<file path="src/design/frx_pkg.sv">
`default_nettype none
// ----------------------------------------------------------------------------
// frx_pkg
// Shared types and constants of the sum-checked frame receiver.
// ----------------------------------------------------------------------------
package frx_pkg;

  localparam int unsigned BYTE_W        = 8;
  localparam int unsigned PAYLOAD_BYTES = 6;   // bytes summed per frame, 1..7
  localparam int unsigned SHOWN_BYTES   = 6;   // payload fields on the result
  localparam int unsigned IDX_W         = 3;   // byte slot counter width
  localparam int unsigned MISS_W        = 4;
  localparam int unsigned STATUS_W      = 2;
  localparam int unsigned CFG_IDX_W     = 2;

  localparam logic [BYTE_W-1:0] START_MARKER_RST  = 8'h80;
  localparam logic [BYTE_W-1:0] CHECKSUM_MASK_RST = 8'h7f;
  localparam logic [MISS_W-1:0] MISS_LIMIT_RST    = 4'd10;

  typedef enum logic [CFG_IDX_W-1:0] {
    CFG_START_MARKER  = 2'd0,
    CFG_CHECKSUM_MASK = 2'd1,
    CFG_MISS_LIMIT    = 2'd2
  } cfg_idx_e;

  typedef enum logic [STATUS_W-1:0] {
    ST_FRAME_OK = 2'd0,
    ST_NO_START = 2'd1,
    ST_BAD_SUM  = 2'd2
  } status_e;

  typedef enum logic [1:0] {
    PH_HUNT  = 2'd0,
    PH_DATA  = 2'd1,
    PH_CHECK = 2'd2
  } phase_e;

  typedef struct packed {
    logic [BYTE_W-1:0] start_marker;
    logic [BYTE_W-1:0] checksum_mask;
    logic [MISS_W-1:0] miss_limit;
  } cfg_t;

  typedef struct packed {
    status_e                             status;
    logic [SHOWN_BYTES-1:0][BYTE_W-1:0] payload;
  } result_t;

endpackage
`default_nettype wire

</file>
<file path="src/design/frx_if.sv">
`default_nettype none
// ----------------------------------------------------------------------------
// frx_byte_if / frx_result_if
// Valid/ready channels for received bytes and for frame results.
// ----------------------------------------------------------------------------
interface frx_byte_if;
  logic                        valid;
  logic                        ready;
  logic [frx_pkg::BYTE_W-1:0] rx_byte;

  modport source (output valid, output rx_byte, input ready);
  modport sink   (input valid, input rx_byte, output ready);
endinterface

interface frx_result_if;
  logic                          valid;
  logic                          ready;
  logic [frx_pkg::STATUS_W-1:0] frame_status;
  logic [frx_pkg::BYTE_W-1:0]   payload_0;
  logic [frx_pkg::BYTE_W-1:0]   payload_1;
  logic [frx_pkg::BYTE_W-1:0]   payload_2;
  logic [frx_pkg::BYTE_W-1:0]   payload_3;
  logic [frx_pkg::BYTE_W-1:0]   payload_4;
  logic [frx_pkg::BYTE_W-1:0]   payload_5;

  modport source (output valid, output frame_status, output payload_0,
                  output payload_1, output payload_2, output payload_3,
                  output payload_4, output payload_5, input ready);
  modport sink   (input valid, input frame_status, input payload_0,
                  input payload_1, input payload_2, input payload_3,
                  input payload_4, input payload_5, output ready);
endinterface
`default_nettype wire

</file>
<file path="src/design/frx_cfg_regs.sv">
`default_nettype none
// ----------------------------------------------------------------------------
// frx_cfg_regs
// Configuration registers written through a plain indexed write port.
// ----------------------------------------------------------------------------
module frx_cfg_regs (
  input  wire logic                           clk_i,
  input  wire logic                           rst_ni,
  input  wire logic                           cfg_we_i,
  input  wire logic [frx_pkg::CFG_IDX_W-1:0] cfg_idx_i,
  input  wire logic [frx_pkg::BYTE_W-1:0]    cfg_data_i,
  output frx_pkg::cfg_t                       cfg_o
);
  import frx_pkg::*;

  cfg_t cfg_q, cfg_d;

  always_comb begin
    cfg_d = cfg_q;
    if (cfg_we_i) begin
      unique case (cfg_idx_i)
        CFG_START_MARKER:  cfg_d.start_marker  = cfg_data_i;
        CFG_CHECKSUM_MASK: cfg_d.checksum_mask = cfg_data_i;
        CFG_MISS_LIMIT:    cfg_d.miss_limit    = cfg_data_i[MISS_W-1:0];
        default:           cfg_d = cfg_q;  // unmapped index: drop
      endcase
    end
  end

  always_ff @(posedge clk_i or negedge rst_ni) begin
    if (!rst_ni) begin
      cfg_q.start_marker  <= START_MARKER_RST;
      cfg_q.checksum_mask <= CHECKSUM_MASK_RST;
      cfg_q.miss_limit    <= MISS_LIMIT_RST;
    end else begin
      cfg_q <= cfg_d;
    end
  end

  assign cfg_o = cfg_q;

endmodule
`default_nettype wire

</file>
<file path="src/design/frx_in_stage.sv">
`default_nettype none
// ----------------------------------------------------------------------------
// frx_in_stage
// Input register: holds one received byte until the core takes it.
// ----------------------------------------------------------------------------
module frx_in_stage (
  input  wire logic   clk_i,
  input  wire logic   rst_ni,
  frx_byte_if.sink    rx,
  frx_byte_if.source  core
);
  import frx_pkg::*;

  logic              valid_q, valid_d;
  logic [BYTE_W-1:0] byte_q, byte_d;
  logic              take_in;

  // Refill in the same cycle the core drains the register.
  assign rx.ready = !valid_q || core.ready;
  assign take_in  = rx.valid && rx.ready;

  always_comb begin
    valid_d = valid_q;
    byte_d  = byte_q;
    if (take_in) begin
      valid_d = 1'b1;
      byte_d  = rx.rx_byte;
    end else if (core.ready) begin
      valid_d = 1'b0;
    end
  end

  always_ff @(posedge clk_i or negedge rst_ni) begin
    if (!rst_ni) begin
      valid_q <= 1'b0;
    end else begin
      valid_q <= valid_d;
    end
  end

  always_ff @(posedge clk_i) begin
    byte_q <= byte_d;
  end

  assign core.valid   = valid_q;
  assign core.rx_byte = byte_q;

endmodule
`default_nettype wire

</file>
<file path="src/design/frx_core.sv">
`default_nettype none
// ----------------------------------------------------------------------------
// frx_core
// Frame state machine, payload store, running sum and result register.
// ----------------------------------------------------------------------------
module frx_core (
  input  wire logic       clk_i,
  input  wire logic       rst_ni,
  input  wire frx_pkg::cfg_t cfg_i,
  frx_byte_if.sink        in,
  frx_result_if.source    res
);
  import frx_pkg::*;

  phase_e                              phase_q, phase_d;
  logic [IDX_W-1:0]                    idx_q, idx_d;
  logic [MISS_W-1:0]                   miss_q, miss_d;
  logic [BYTE_W-1:0]                   sum_q, sum_d;
  logic [PAYLOAD_BYTES-1:0][BYTE_W-1:0] store_q, store_d;
  logic                                out_valid_q, out_valid_d;
  result_t                             out_q, out_d;

  logic              advance;
  logic              emit;
  logic [IDX_W-1:0]  idx_inc;
  logic [MISS_W-1:0] miss_inc;
  logic              miss_hit;
  logic [BYTE_W-1:0] b;

  // Take a byte when the result register is free or drains this cycle.
  assign in.ready = !out_valid_q || res.ready;
  assign advance  = in.valid && in.ready;
  assign b        = in.rx_byte;

  assign idx_inc  = idx_q + IDX_W'(1);
  assign miss_inc = miss_q + MISS_W'(1);
  assign miss_hit = (miss_inc >= cfg_i.miss_limit) || (miss_inc == '0);

  always_comb begin
    phase_d = phase_q;
    idx_d   = idx_q;
    miss_d  = miss_q;
    sum_d   = sum_q;
    store_d = store_q;
    emit    = 1'b0;
    out_d   = out_q;

    if (advance) begin
      out_d.payload = '0;
      unique case (phase_q)
        PH_DATA: begin
          for (int j = 0; j < PAYLOAD_BYTES; j++) begin
            if (idx_q == IDX_W'(j)) begin
              store_d[j] = b;
            end
          end
          sum_d = sum_q + b;
          idx_d = idx_inc;
          if ((idx_inc >= IDX_W'(PAYLOAD_BYTES)) || (idx_inc == '0)) begin
            phase_d = PH_CHECK;
            miss_d  = '0;
          end
        end
        PH_CHECK: begin
          if (b == (sum_q & cfg_i.checksum_mask)) begin
            emit         = 1'b1;
            out_d.status = ST_FRAME_OK;
            for (int j = 0; j < SHOWN_BYTES; j++) begin
              if (j < PAYLOAD_BYTES) begin
                out_d.payload[j] = store_q[j];
              end
            end
            phase_d = PH_HUNT;
            miss_d  = '0;
          end else if (miss_hit) begin
            emit         = 1'b1;
            out_d.status = ST_BAD_SUM;
            phase_d      = PH_HUNT;
            miss_d       = '0;
          end else begin
            miss_d = miss_inc;
          end
        end
        default: begin
          // Hunting; the unused phase code falls back here too.
          phase_d = PH_HUNT;
          if (b == cfg_i.start_marker) begin
            phase_d = PH_DATA;
            idx_d   = '0;
            sum_d   = '0;
            miss_d  = '0;
          end else if (miss_hit) begin
            emit         = 1'b1;
            out_d.status = ST_NO_START;
            miss_d       = '0;
          end else begin
            miss_d = miss_inc;
          end
        end
      endcase
    end

    if (advance) begin
      out_valid_d = emit;
    end else if (res.ready) begin
      out_valid_d = 1'b0;
    end else begin
      out_valid_d = out_valid_q;
    end
  end

  always_ff @(posedge clk_i or negedge rst_ni) begin
    if (!rst_ni) begin
      phase_q     <= PH_HUNT;
      idx_q       <= '0;
      miss_q      <= '0;
      sum_q       <= '0;
      store_q     <= '0;
      out_valid_q <= 1'b0;
    end else begin
      phase_q     <= phase_d;
      idx_q       <= idx_d;
      miss_q      <= miss_d;
      sum_q       <= sum_d;
      store_q     <= store_d;
      out_valid_q <= out_valid_d;
    end
  end

  always_ff @(posedge clk_i) begin
    out_q <= out_d;
  end

  assign res.valid        = out_valid_q;
  assign res.frame_status = out_q.status;
  assign res.payload_0    = out_q.payload[0];
  assign res.payload_1    = out_q.payload[1];
  assign res.payload_2    = out_q.payload[2];
  assign res.payload_3    = out_q.payload[3];
  assign res.payload_4    = out_q.payload[4];
  assign res.payload_5    = out_q.payload[5];

endmodule
`default_nettype wire

</file>
<file path="src/design/sum_checked_frame_receiver.sv">
`default_nettype none
// ----------------------------------------------------------------------------
// sum_checked_frame_receiver
// Start-marker framed byte receiver with a masked additive checksum.
//
//   channel   dir   payload                               handshake
//   rx_i      in    rx_byte[7:0]                          valid / ready
//   res_o     out   frame_status[1:0], payload_0..5[7:0]  valid / ready
//   cfg       in    cfg_idx_i[1:0], cfg_data_i[7:0]       cfg_we_i, no wait
//
// Every byte passes through the input register, one step of the frame state
// machine and the result register. A byte may enter every cycle while res_o
// is not stalled.
// Reset loads the default registers (marker 0x80, mask 0x7f, miss limit 10)
// and starts hunting with an empty sum and cleared payload store.
// A stall on res_o holds the result register; the core then stops taking
// bytes, and the input register absorbs one more before rx_i.ready drops.
// ----------------------------------------------------------------------------
module sum_checked_frame_receiver (
  input  wire logic                           clk_i,
  input  wire logic                           rst_ni,
  frx_byte_if.sink                            rx_i,
  frx_result_if.source                        res_o,
  input  wire logic                           cfg_we_i,
  input  wire logic [frx_pkg::CFG_IDX_W-1:0] cfg_idx_i,
  input  wire logic [frx_pkg::BYTE_W-1:0]    cfg_data_i
);
  import frx_pkg::*;

  cfg_t cfg;

  // Registered byte between the input stage and the core.
  frx_byte_if core_byte ();

  // Hold start marker, checksum mask and miss limit.
  frx_cfg_regs u_cfg (
    .clk_i      (clk_i),
    .rst_ni     (rst_ni),
    .cfg_we_i   (cfg_we_i),
    .cfg_idx_i  (cfg_idx_i),
    .cfg_data_i (cfg_data_i),
    .cfg_o      (cfg)
  );

  // Capture each incoming item so the core sees a registered byte.
  frx_in_stage u_in (
    .clk_i  (clk_i),
    .rst_ni (rst_ni),
    .rx     (rx_i),
    .core   (core_byte)
  );

  // Run hunt / collect / check and register the result.
  frx_core u_core (
    .clk_i  (clk_i),
    .rst_ni (rst_ni),
    .cfg_i  (cfg),
    .in     (core_byte),
    .res    (res_o)
  );

endmodule
`default_nettype wire
</file>
<file path="src/flat_wrapper.sv">
// flat-port wrapper written by rule: the top's interface ports become plain ports
module sum_checked_frame_receiver_flat import frx_pkg::*;
  (clk_i, rst_ni, cfg_we_i, cfg_idx_i, cfg_data_i, rx_i_valid, rx_i_rx_byte, rx_i_ready, res_o_valid, res_o_frame_status, res_o_payload_0, res_o_payload_1, res_o_payload_2, res_o_payload_3, res_o_payload_4, res_o_payload_5, res_o_ready);
  frx_byte_if rx_i_i ();
  frx_result_if res_o_i ();
  input  wire logic clk_i;
  input  wire logic rst_ni;
  input  wire logic cfg_we_i;
  input  wire logic [frx_pkg::CFG_IDX_W-1:0] cfg_idx_i;
  input  wire logic [frx_pkg::BYTE_W-1:0] cfg_data_i;
  input wire logic [$bits(rx_i_i.valid)-1:0] rx_i_valid;
  input wire logic [$bits(rx_i_i.rx_byte)-1:0] rx_i_rx_byte;
  output wire logic [$bits(rx_i_i.ready)-1:0] rx_i_ready;
  output wire logic [$bits(res_o_i.valid)-1:0] res_o_valid;
  output wire logic [$bits(res_o_i.frame_status)-1:0] res_o_frame_status;
  output wire logic [$bits(res_o_i.payload_0)-1:0] res_o_payload_0;
  output wire logic [$bits(res_o_i.payload_1)-1:0] res_o_payload_1;
  output wire logic [$bits(res_o_i.payload_2)-1:0] res_o_payload_2;
  output wire logic [$bits(res_o_i.payload_3)-1:0] res_o_payload_3;
  output wire logic [$bits(res_o_i.payload_4)-1:0] res_o_payload_4;
  output wire logic [$bits(res_o_i.payload_5)-1:0] res_o_payload_5;
  input wire logic [$bits(res_o_i.ready)-1:0] res_o_ready;
  assign rx_i_i.valid = rx_i_valid;
  assign rx_i_i.rx_byte = rx_i_rx_byte;
  assign rx_i_ready = rx_i_i.ready;
  assign res_o_valid = res_o_i.valid;
  assign res_o_frame_status = res_o_i.frame_status;
  assign res_o_payload_0 = res_o_i.payload_0;
  assign res_o_payload_1 = res_o_i.payload_1;
  assign res_o_payload_2 = res_o_i.payload_2;
  assign res_o_payload_3 = res_o_i.payload_3;
  assign res_o_payload_4 = res_o_i.payload_4;
  assign res_o_payload_5 = res_o_i.payload_5;
  assign res_o_i.ready = res_o_ready;
  sum_checked_frame_receiver u_core (.clk_i(clk_i), .rst_ni(rst_ni), .rx_i(rx_i_i), .res_o(res_o_i), .cfg_we_i(cfg_we_i), .cfg_idx_i(cfg_idx_i), .cfg_data_i(cfg_data_i));
endmodule
</file>
<file path="config.mk">
export PLATFORM = sky130hd
export DESIGN_NAME = sum_checked_frame_receiver_flat
export DESIGN_NICKNAME = d
export VERILOG_FILES = /design/src/design/frx_pkg.sv /design/src/design/frx_if.sv /design/src/design/frx_cfg_regs.sv /design/src/design/frx_in_stage.sv /design/src/design/frx_core.sv /design/src/design/sum_checked_frame_receiver.sv /design/src/flat_wrapper.sv
export SDC_FILE = /design/constraint.sdc
export NUM_CORES = 1
export LEC_CHECK = 0
export BUFFER_PORTS_ARGS = -buffer_cell sky130_fd_sc_hd__buf_4
export CAP_MARGIN = 20
export CORE_UTILIZATION = 55
export DETAILED_ROUTE_END_ITERATION = 12
export GPL_ROUTABILITY_DRIVEN = 0
export PLACE_DENSITY = 0.76
export SETUP_SLACK_MARGIN = 0.05
export SYNTH_ARGS = -nofsm -noshare
export SYNTH_HDL_FRONTEND = slang
export SYNTH_SLANG_ARGS = --single-unit
</file>
<file path="constraint.sdc">
create_clock -name clk_i -period 3.85 [get_ports clk_i]
set_clock_uncertainty 0.15 [all_clocks]
set_input_delay 0.5775 -clock clk_i [delete_from_list [all_inputs] [get_ports clk_i]]
set_output_delay 0.5775 -clock clk_i [all_outputs]
set_load 0.01 [all_outputs]
</file>
==> key figures, run 1 <==
Run status
  • Status: completed

CTS
  • Hold_buf cts: 0
  • Clock Path Buffers: 2
  • Post-CTS sizing: 0
  • Clock root buffer: clkbuf_16
  • Post-CTS Setup Bufs: 0
  • Worst-path clk slew: 0.06 ns
  • Total CTS buffers: 17
  • CTS Sinks: 145
  • CTS tree: done
  • Clock Latency Late Sink: between 0.4 and 0.5 ns
  • CTS H-tree depth: 4

Hold path
  • Hold path depth: 1
  • Hold Path End: u_core.u_in.core.rx_byte[7]
  • Hold Crit Class: in -> reg
  • Hold_sp: rx_i_rx_byte[7]

STA
  • Worst Hold Margin: between 0.15 and 0.2 ns
  • Setup violators final: 0
  • Crit path time final: 2.58 ns
  • Pins Over Slew Limit: 0
  • RSZ-0062 raised after global routing: no
  • Worst Max-Slew Pin Slew: between 0.9 and 1 ns
  • Max transition margin: between 30% and 40%
  • Upper clock frequency limit: approximately 390 MHz
  • Period utilization: 67.1%
  • Final-report hold violation count: 0
  • Total Neg Setup Slack: 0 ns

Logic synthesis
  • Synth cell types: 55
  • Synthesized area: approximately 6400 sq um
  • Number of synthesized flops with an enable pin: 58
  • Syn Nets: around 510
  • Synthesized flop and latch total: about 150
  • Mapped Avg Cell Area: 13.8 sq um
  • Cells after synthesis: between 400 and 500
  • Ys Warns: 0
  • FFs w/ async S/R, synth: around three fifths
  • Ys flop type: dfrtp_1
  • Sequential area share after synthesis: between 60 and 70%

Global routing
  • GRT Total Usage: roughly 22%
  • Vias in the first global route: approximately 3.9k
  • Largest net degree at the start of global routing: just under 90
  • First-pass GRT wire length: a little under 20000 um
  • GRT Residual Overflow: 0
  • Antenna violations before repair: 0

Setup path
  • RR Startpoint: u_core.u_in.core.rx_byte[1]
  • Worst R2R Path Depth: 7
  • Flop2flop setup slack: between 1 and 1.5 ns
  • Reg-to-Reg End: u_core.u_core.sum_q[7]
  • Worst Path Required: roughly 4.0 ns
  • Worst Setup End Kind: flop
  • CP arrival: around 2.7 ns
  • Max FO, Critical Path: 11
  • WS Path Type: reg -> reg
  • CP Launch Type: flop

Layout
  • Antenna diodes: 0
  • P&R area growth vs syn: 19.7%
  • Share of cells above drive strength 1: around 36%
  • Post-layout nets: slightly below 600

Flow run
  • Maximum capacitance violations: 0

Power
  • Tot Pwr: between 4000 and 5000 uW
  • Worst VDD drop: just under 0.0005 V
  • Leak pwr: between 0.003 and 0.004 uW
  • P per Cell Area: 634 nW/um^2

Routing
  • Iteration-0 DRC count of the detailed router: approximately 190
  • Pre-antenna DRT Iters: 4
  • Vias/cell: approximately 5.4
  • DRC Markers: 0
  • Final ANT Viol Nets: 0
  • Routed WL: between 10000 and 15000 um
  • DR vias: approximately 3.8k
  • DR WL/cell: approximately 17 um

Floorplanning
  • DIE AREA: 12100 sq um
  • Chip height: between 100 and 150 um
  • Die Wd: roughly 110 um
  • Top-Level Pins: 75
  • Row count: 39
  • Core Footprint: around 11000 sq um
  • Starting density of the core: 56.3%

Placement
  • Post-DP HPWL: approximately 8300 um
  • PortBufs: 74
[sequential cells by signal (all words and copies together) (netlist names)]
register and count:
u_core.u_core.res.valid 1, u_core.u_core.res.payload_5 8, u_core.u_in.core.rx_byte 8, u_core.u_in.core.valid 1, u_core.u_core.miss_q 4, u_core.u_core.res.payload_2 8, u_core.u_core.res.payload_0 8, u_core.u_core.idx_q 3
u_core.u_core.phase_q 2, u_core.u_core.res.payload_3 8, u_core.u_core.res.payload_4 8, u_core.u_core.store_q 48, u_core.u_core.sum_q 8, u_core.u_core.res.frame_status 2, u_core.u_cfg.cfg_o 20, u_core.u_core.res.payload_1 8
[metal layers]
| metal | up-vias | global-route usage (%) | wire (um) |
|---|---|---|---|
| li1 | 1799 | - | - |
| met1 | 1874 | 26.9 | 5110 |
| met2 | 100 | 36.9 | 6170 |
| met3 | 23 | 5.69 | 478 |
| met4 | 0 | 8.29 | 262 |
| met5 | - | 0 | 0 |
[cell usage in the layout, fill, tap and decap left out, drive strengths merged, types with 7 or more instances in the layout]
master	instances
clkbuf	20
dfrtp	77
xnor2	12
nand3	10
buf	76
inv	15
a21oi	13
mux2	69
edfxtp	58
and2	51
and3	7
nor2	10
dfstp	10
ha	19
o21ai	13
nand2b	7
nand2	28
[worst max-delay path, cell delays in order (launching register included)]
cell and delay [ns]:
edfxtp_1 0.71, ha_1 0.34, a21o_1 0.16, a211oi_1 0.30, o21a_1 0.22, o21bai_1 0.10, nor4b_1 0.16, a311o_1 0.33
[power by group]
group / internal, uW / switching (uW) / total (uW)
sequential: 1970 / 256 / 2220
clock: 973 / 620 / 1590
combinational: 526 / 514 / 1040
[stage by stage]
stage | area (sq um) | setup slack [ns] | util (%) | cells
floorplan | 6400 | 1.47 | - | 463
global placement | 7040 | 1.35 | 62.0 | 664
detailed placement | 7040 | 1.28 | 62.0 | 664
CTS | 7620 | 1.26 | 67.1 | 696
global route | 7660 | 1.13 | 67.4 | 698
finish | 7660 | 1.27 | 67.4 | 698
[cell usage after synthesis, types with 2 or more instances]
master | number | area [sq um]
o21bai_1 | 2 | 15.0
edfxtp_1 | 58 | 1740
buf_2 | 10 | 50.1
a21oi_1 | 11 | 55.1
mux2i_1 | 3 | 30.0
nor3_1 | 3 | 15.0
and2_1 | 50 | 313
o21ai_1 | 3 | 15.0
nand3b_1 | 2 | 15.0
xnor2_2 | 2 | 32.5
buf_4 | 2 | 15.0
xor2_1 | 3 | 26.3
o22a_1 | 2 | 17.5
inv_1 | 13 | 48.8
nand2b_1 | 7 | 43.8
nor2b_1 | 2 | 12.5
a211oi_2 | 2 | 25.0
xnor2_1 | 10 | 87.6
a21boi_0 | 2 | 15.0
buf_6 | 2 | 22.5
nand4_1 | 3 | 18.8
dfstp_2 | 10 | 263
a31oi_1 | 2 | 12.5
clkbuf_1 | 3 | 11.3
and3_1 | 7 | 43.8
a21o_1 | 4 | 30.0
mux2_2 | 68 | 766
a21oi_4 | 2 | 32.5
o21a_1 | 2 | 15.0
nand2_1 | 28 | 105
nand3_1 | 9 | 45.0
and3b_1 | 2 | 17.5
o21ai_0 | 10 | 50.1
nor2_1 | 9 | 33.8
dfrtp_1 | 77 | 1930
ha_1 | 19 | 238
[cell type report]
cell class | instances | area (sq um)
Sequential cell | 145 | 3930
Fill cell | 786 | 3710
Multi-Input combinational cell | 288 | 2320
Timing Repair Buffer | 77 | 601
Clock buffer | 20 | 447
Tap cell | 143 | 179
Clock inverter | 12 | 133
Inverter | 13 | 48.8
[worst max path at each step]
stage | to | startpoint | depth (start not counted) | slack (ns)
floorplan | u_core.u_core.phase_q[1] | u_core.u_core.miss_q[0] | 7 | 1.47
global placement | u_core.u_core.sum_q[7] | u_core.u_in.core.rx_byte[1] | 7 | 1.35
CTS | u_core.u_core.sum_q[7] | u_core.u_in.core.rx_byte[1] | 7 | 1.26
global route | u_core.u_core.sum_q[7] | u_core.u_in.core.rx_byte[1] | 7 | 1.13
finish | u_core.u_core.sum_q[7] | u_core.u_in.core.rx_byte[1] | 7 | 1.27
detailed placement | u_core.u_core.sum_q[7] | u_core.u_in.core.rx_byte[1] | 7 | 1.28
[kinds of logic after synthesis]
family	after synthesis	share of synthesized area [%]
flip-flops	145	61.4
multiplexers	72	12.7
buffers and inverters	30	2.31
XOR/XNOR	15	2.29
AO/OA/AOI/OAI	51	5.65
adder cells (fa/ha/maj)	20	4.03
AND/OR/NAND/NOR	130	11.6
(Power assumes the default switching activity.)
==> run 2: changes to the inputs <==
--- a/config.mk
+++ b/config.mk
@@ -7,10 +7,10 @@
 export LEC_CHECK = 0
 export BUFFER_PORTS_ARGS = -buffer_cell sky130_fd_sc_hd__buf_4
 export CAP_MARGIN = 20
-export CORE_UTILIZATION = 55
+export CORE_UTILIZATION = 52
 export DETAILED_ROUTE_END_ITERATION = 12
 export GPL_ROUTABILITY_DRIVEN = 0
-export PLACE_DENSITY = 0.76
+export PLACE_DENSITY = 0.75
 export SETUP_SLACK_MARGIN = 0.05
 export SYNTH_ARGS = -nofsm -noshare
 export SYNTH_HDL_FRONTEND = slang
==> constraint.sdc (replaced) <==
create_clock -name clk_i -period 2.3 [get_ports clk_i]
set_clock_uncertainty 0.15 [all_clocks]
set_input_delay 0.345 -clock clk_i [delete_from_list [all_inputs] [get_ports clk_i]]
set_output_delay 0.345 -clock clk_i [all_outputs]
set_load 0.01 [all_outputs]
==> key figures, run 2 (synthesis gave the netlist of run 1 again) <==
Floorplanning
  • Starting density of the core: 53.3%
  • Row count: 40
  • Top-Level Pins: 75
  • Die Wd: about 110 um
  • Core Footprint: 12000 sq um
  • DIE AREA: 12800 sq um
  • Chip height: approximately 110 um

Global routing
  • Vias in the first global route: 4124
  • GRT Residual Overflow: 0
  • Largest net degree at the start of global routing: 55
  • First-pass GRT wire length: 20600 um
  • GRT Total Usage: 21.6%
  • Antenna violations before repair: 0

STA
  • Pins Over Slew Limit: 0
  • Worst Hold Margin: 0.0132 ns
  • RSZ-0062 raised after global routing: yes
  • Total Neg Setup Slack: 0 ns
  • Worst Max-Slew Pin Slew: slightly above 0.7 ns
  • Crit path time final: approximately 2.2 ns
  • Upper clock frequency limit: ~450 MHz
  • Setup violators final: 0
  • PnR worst setup slack: between 0.07 and 0.08 ns
  • Period utilization: 96.8%
  • Max transition margin: between 50% and 60%
  • Final-report hold violation count: 0

Power
  • Leak pwr: around 0.0037 uW
  • Switching share of power: between 20% and 30%
  • Clk network pwr share: 31.2%
  • P_sw: 2480 uW
  • P per Cell Area: between 1000 and 1500 nW/um^2
  • Power Internal: 6240 uW
  • Combinational share of power: 26.9%
  • Part of the power in registers: a little over two fifths
  • Worst VDD drop: approximately 0.0008 V

Setup path
  • Max FO, Critical Path: 8
  • WP buf/inv: 1
  • Cell count along the critical path: 8
  • Cells along the critical path: ha_4, ha_4, a21oi_4, o311ai_4, a21oi_4, buf_12, a21oi_4, mux2_4
  • Worst R2R Path Depth: 8
  • Max stage delay on crit path: 0.40 ns
  • Worst Setup End Kind: flop
  • WS Path Type: reg -> reg
  • CP Launch Type: flop
  • Most numerous cell on the critical path: a21oi_4
  • Top cell family by delay on the critical path: adder cells
  • Slowest-stage cell, CP: dfrtp_1
  • Worst Path Required: ~2.5 ns
  • CP arrival: ~2.4 ns

Routing
  • Final ANT Viol Nets: 0
  • DR vias: ~4k
  • DR WL/cell: 17.1 um
  • Vias/cell: ~5.4
  • Pre-antenna DRT Iters: 5
  • Routed WL: 12700 um
  • DRC Markers: 0
  • Iteration-0 DRC count of the detailed router: between 300 and 400

Run status
  • Status: completed

CTS
  • CTS tree: done
  • CTS H-tree depth: 4
  • Clock Latency Late Sink: 0.42 ns
  • Clock root buffer: clkbuf_16
  • Clock Path Buffers: 2
  • Total CTS buffers: 17
  • CTS Sinks: roughly 150
  • Worst-path clk slew: about 0.06 ns

Placement
  • Post-DP HPWL: 8680 um
  • Pre-CTS WS: about 0.0048 ns
  • PortBufs: between 70 and 80

Layout
  • Most frequent cells in the layout: 103 x buf_4, 76 x dfrtp_1, 68 x mux2_2, 58 x edfxtp_1, 50 x and2_1
  • P&R area growth vs syn: 27.8%
  • Post-layout nets: about 630
  • Antenna diodes: 0
  • Share of cells above drive strength 1: 41.5%
  • Fillers: approximately 860
  • Max reg flops: 48
  • Largest register by flop count: u_core.u_core.store_q
  • Most common cell after layout, fill and taps aside: buf_4

Hold path
  • Hold path depth: 2
  • Hold Crit Class: in -> reg

Flow run
  • Maximum capacitance violations: 0
==> run 2: changes by cell type in the layout (fill, tap and decap cells not counted), moves of 2 or more <==
cell and delta:
clkinv_4 -2, a21oi_2 +3, dlygate4sd3_1 +9, ha_1 -2
a21oi_1 -4, buf_4 +28, clkinvlp_4 -2, ha_4 +2
buf_12 +6, clkbuf_8 +3
==> run 2: through the flow <==
step	power, uW	utilization, %	area (sq um)	cells
floorplan	4940	-	6430	463
global placement	5560	61.1	7340	694
detailed placement	5690	61.1	7340	694
CTS	8480	67.0	8050	737
global route	9140	68.1	8180	745
finish	8720	68.1	8180	745
==> run 2: repair_timing <==
item,CTS,global route
setup buffers,1,8
hold endpoints to repair,51,0
pin swaps,3,7
resized for setup,3,11
hold buffers,10,0
setup endpoints to repair,5,9
==> run 2: worst paths after layout <==
| kind | startpoint | end | slack (ns) |
|---|---|---|---|
| max reg2reg | u_core.u_core.miss_q[1] | u_core.u_core.phase_q[1] | 0.07 |
| min | cfg_data_i[5] | u_core.u_cfg.cfg_o[9] | 0.01 |
| max in group asynchronous | rst_ni | u_core.u_core.store_q[27] | 0.99 |
| max | u_core.u_core.miss_q[1] | u_core.u_core.phase_q[1] | 0.07 |
| min reg2reg | u_core.u_core.store_q[21] | u_core.u_core.store_q[21] | 0.35 |
| min in group asynchronous | rst_ni | u_core.u_cfg.cfg_o[2] | 0.37 |
==> run 2: routing by layer <==
| layer | track usage (%) | vias up | wire length (um) |
|---|---|---|---|
| met2 | 36.4 | 112 | 6340 |
| met4 | 11.6 | 0 | 365 |
| met5 | 0 | - | 0 |
| li1 | - | 1889 | - |
| met1 | 25.9 | 1961 | 5430 |
| met3 | 4.93 | 26 | 605 |
==> run 2: final cells by class <==
type / instances / area (sq um) / share of cell area [%]
flip-flops and latches: 145 / 3930 / 48.1
clock inverters: 9 / 103 / 1.25
inverters: 13 / 48.8 / 0.597
multi-input cells: 288 / 2420 / 29.5
clock buffers: 23 / 488 / 5.97
well taps: 147 / 184 / 2.25
repair buffers: 120 / 1000 / 12.3
==> run 2: power groups by stage <==
stage	Sequential, uW	Clock (uW)	Combinational (uW)
after floorplan	3680	0	1250
after global placement	3660	0	1900
after detailed placement	3700	0	2000
after CTS	3650	2740	2090
after global routing	3720	2870	2550
final	3660	2720	2350
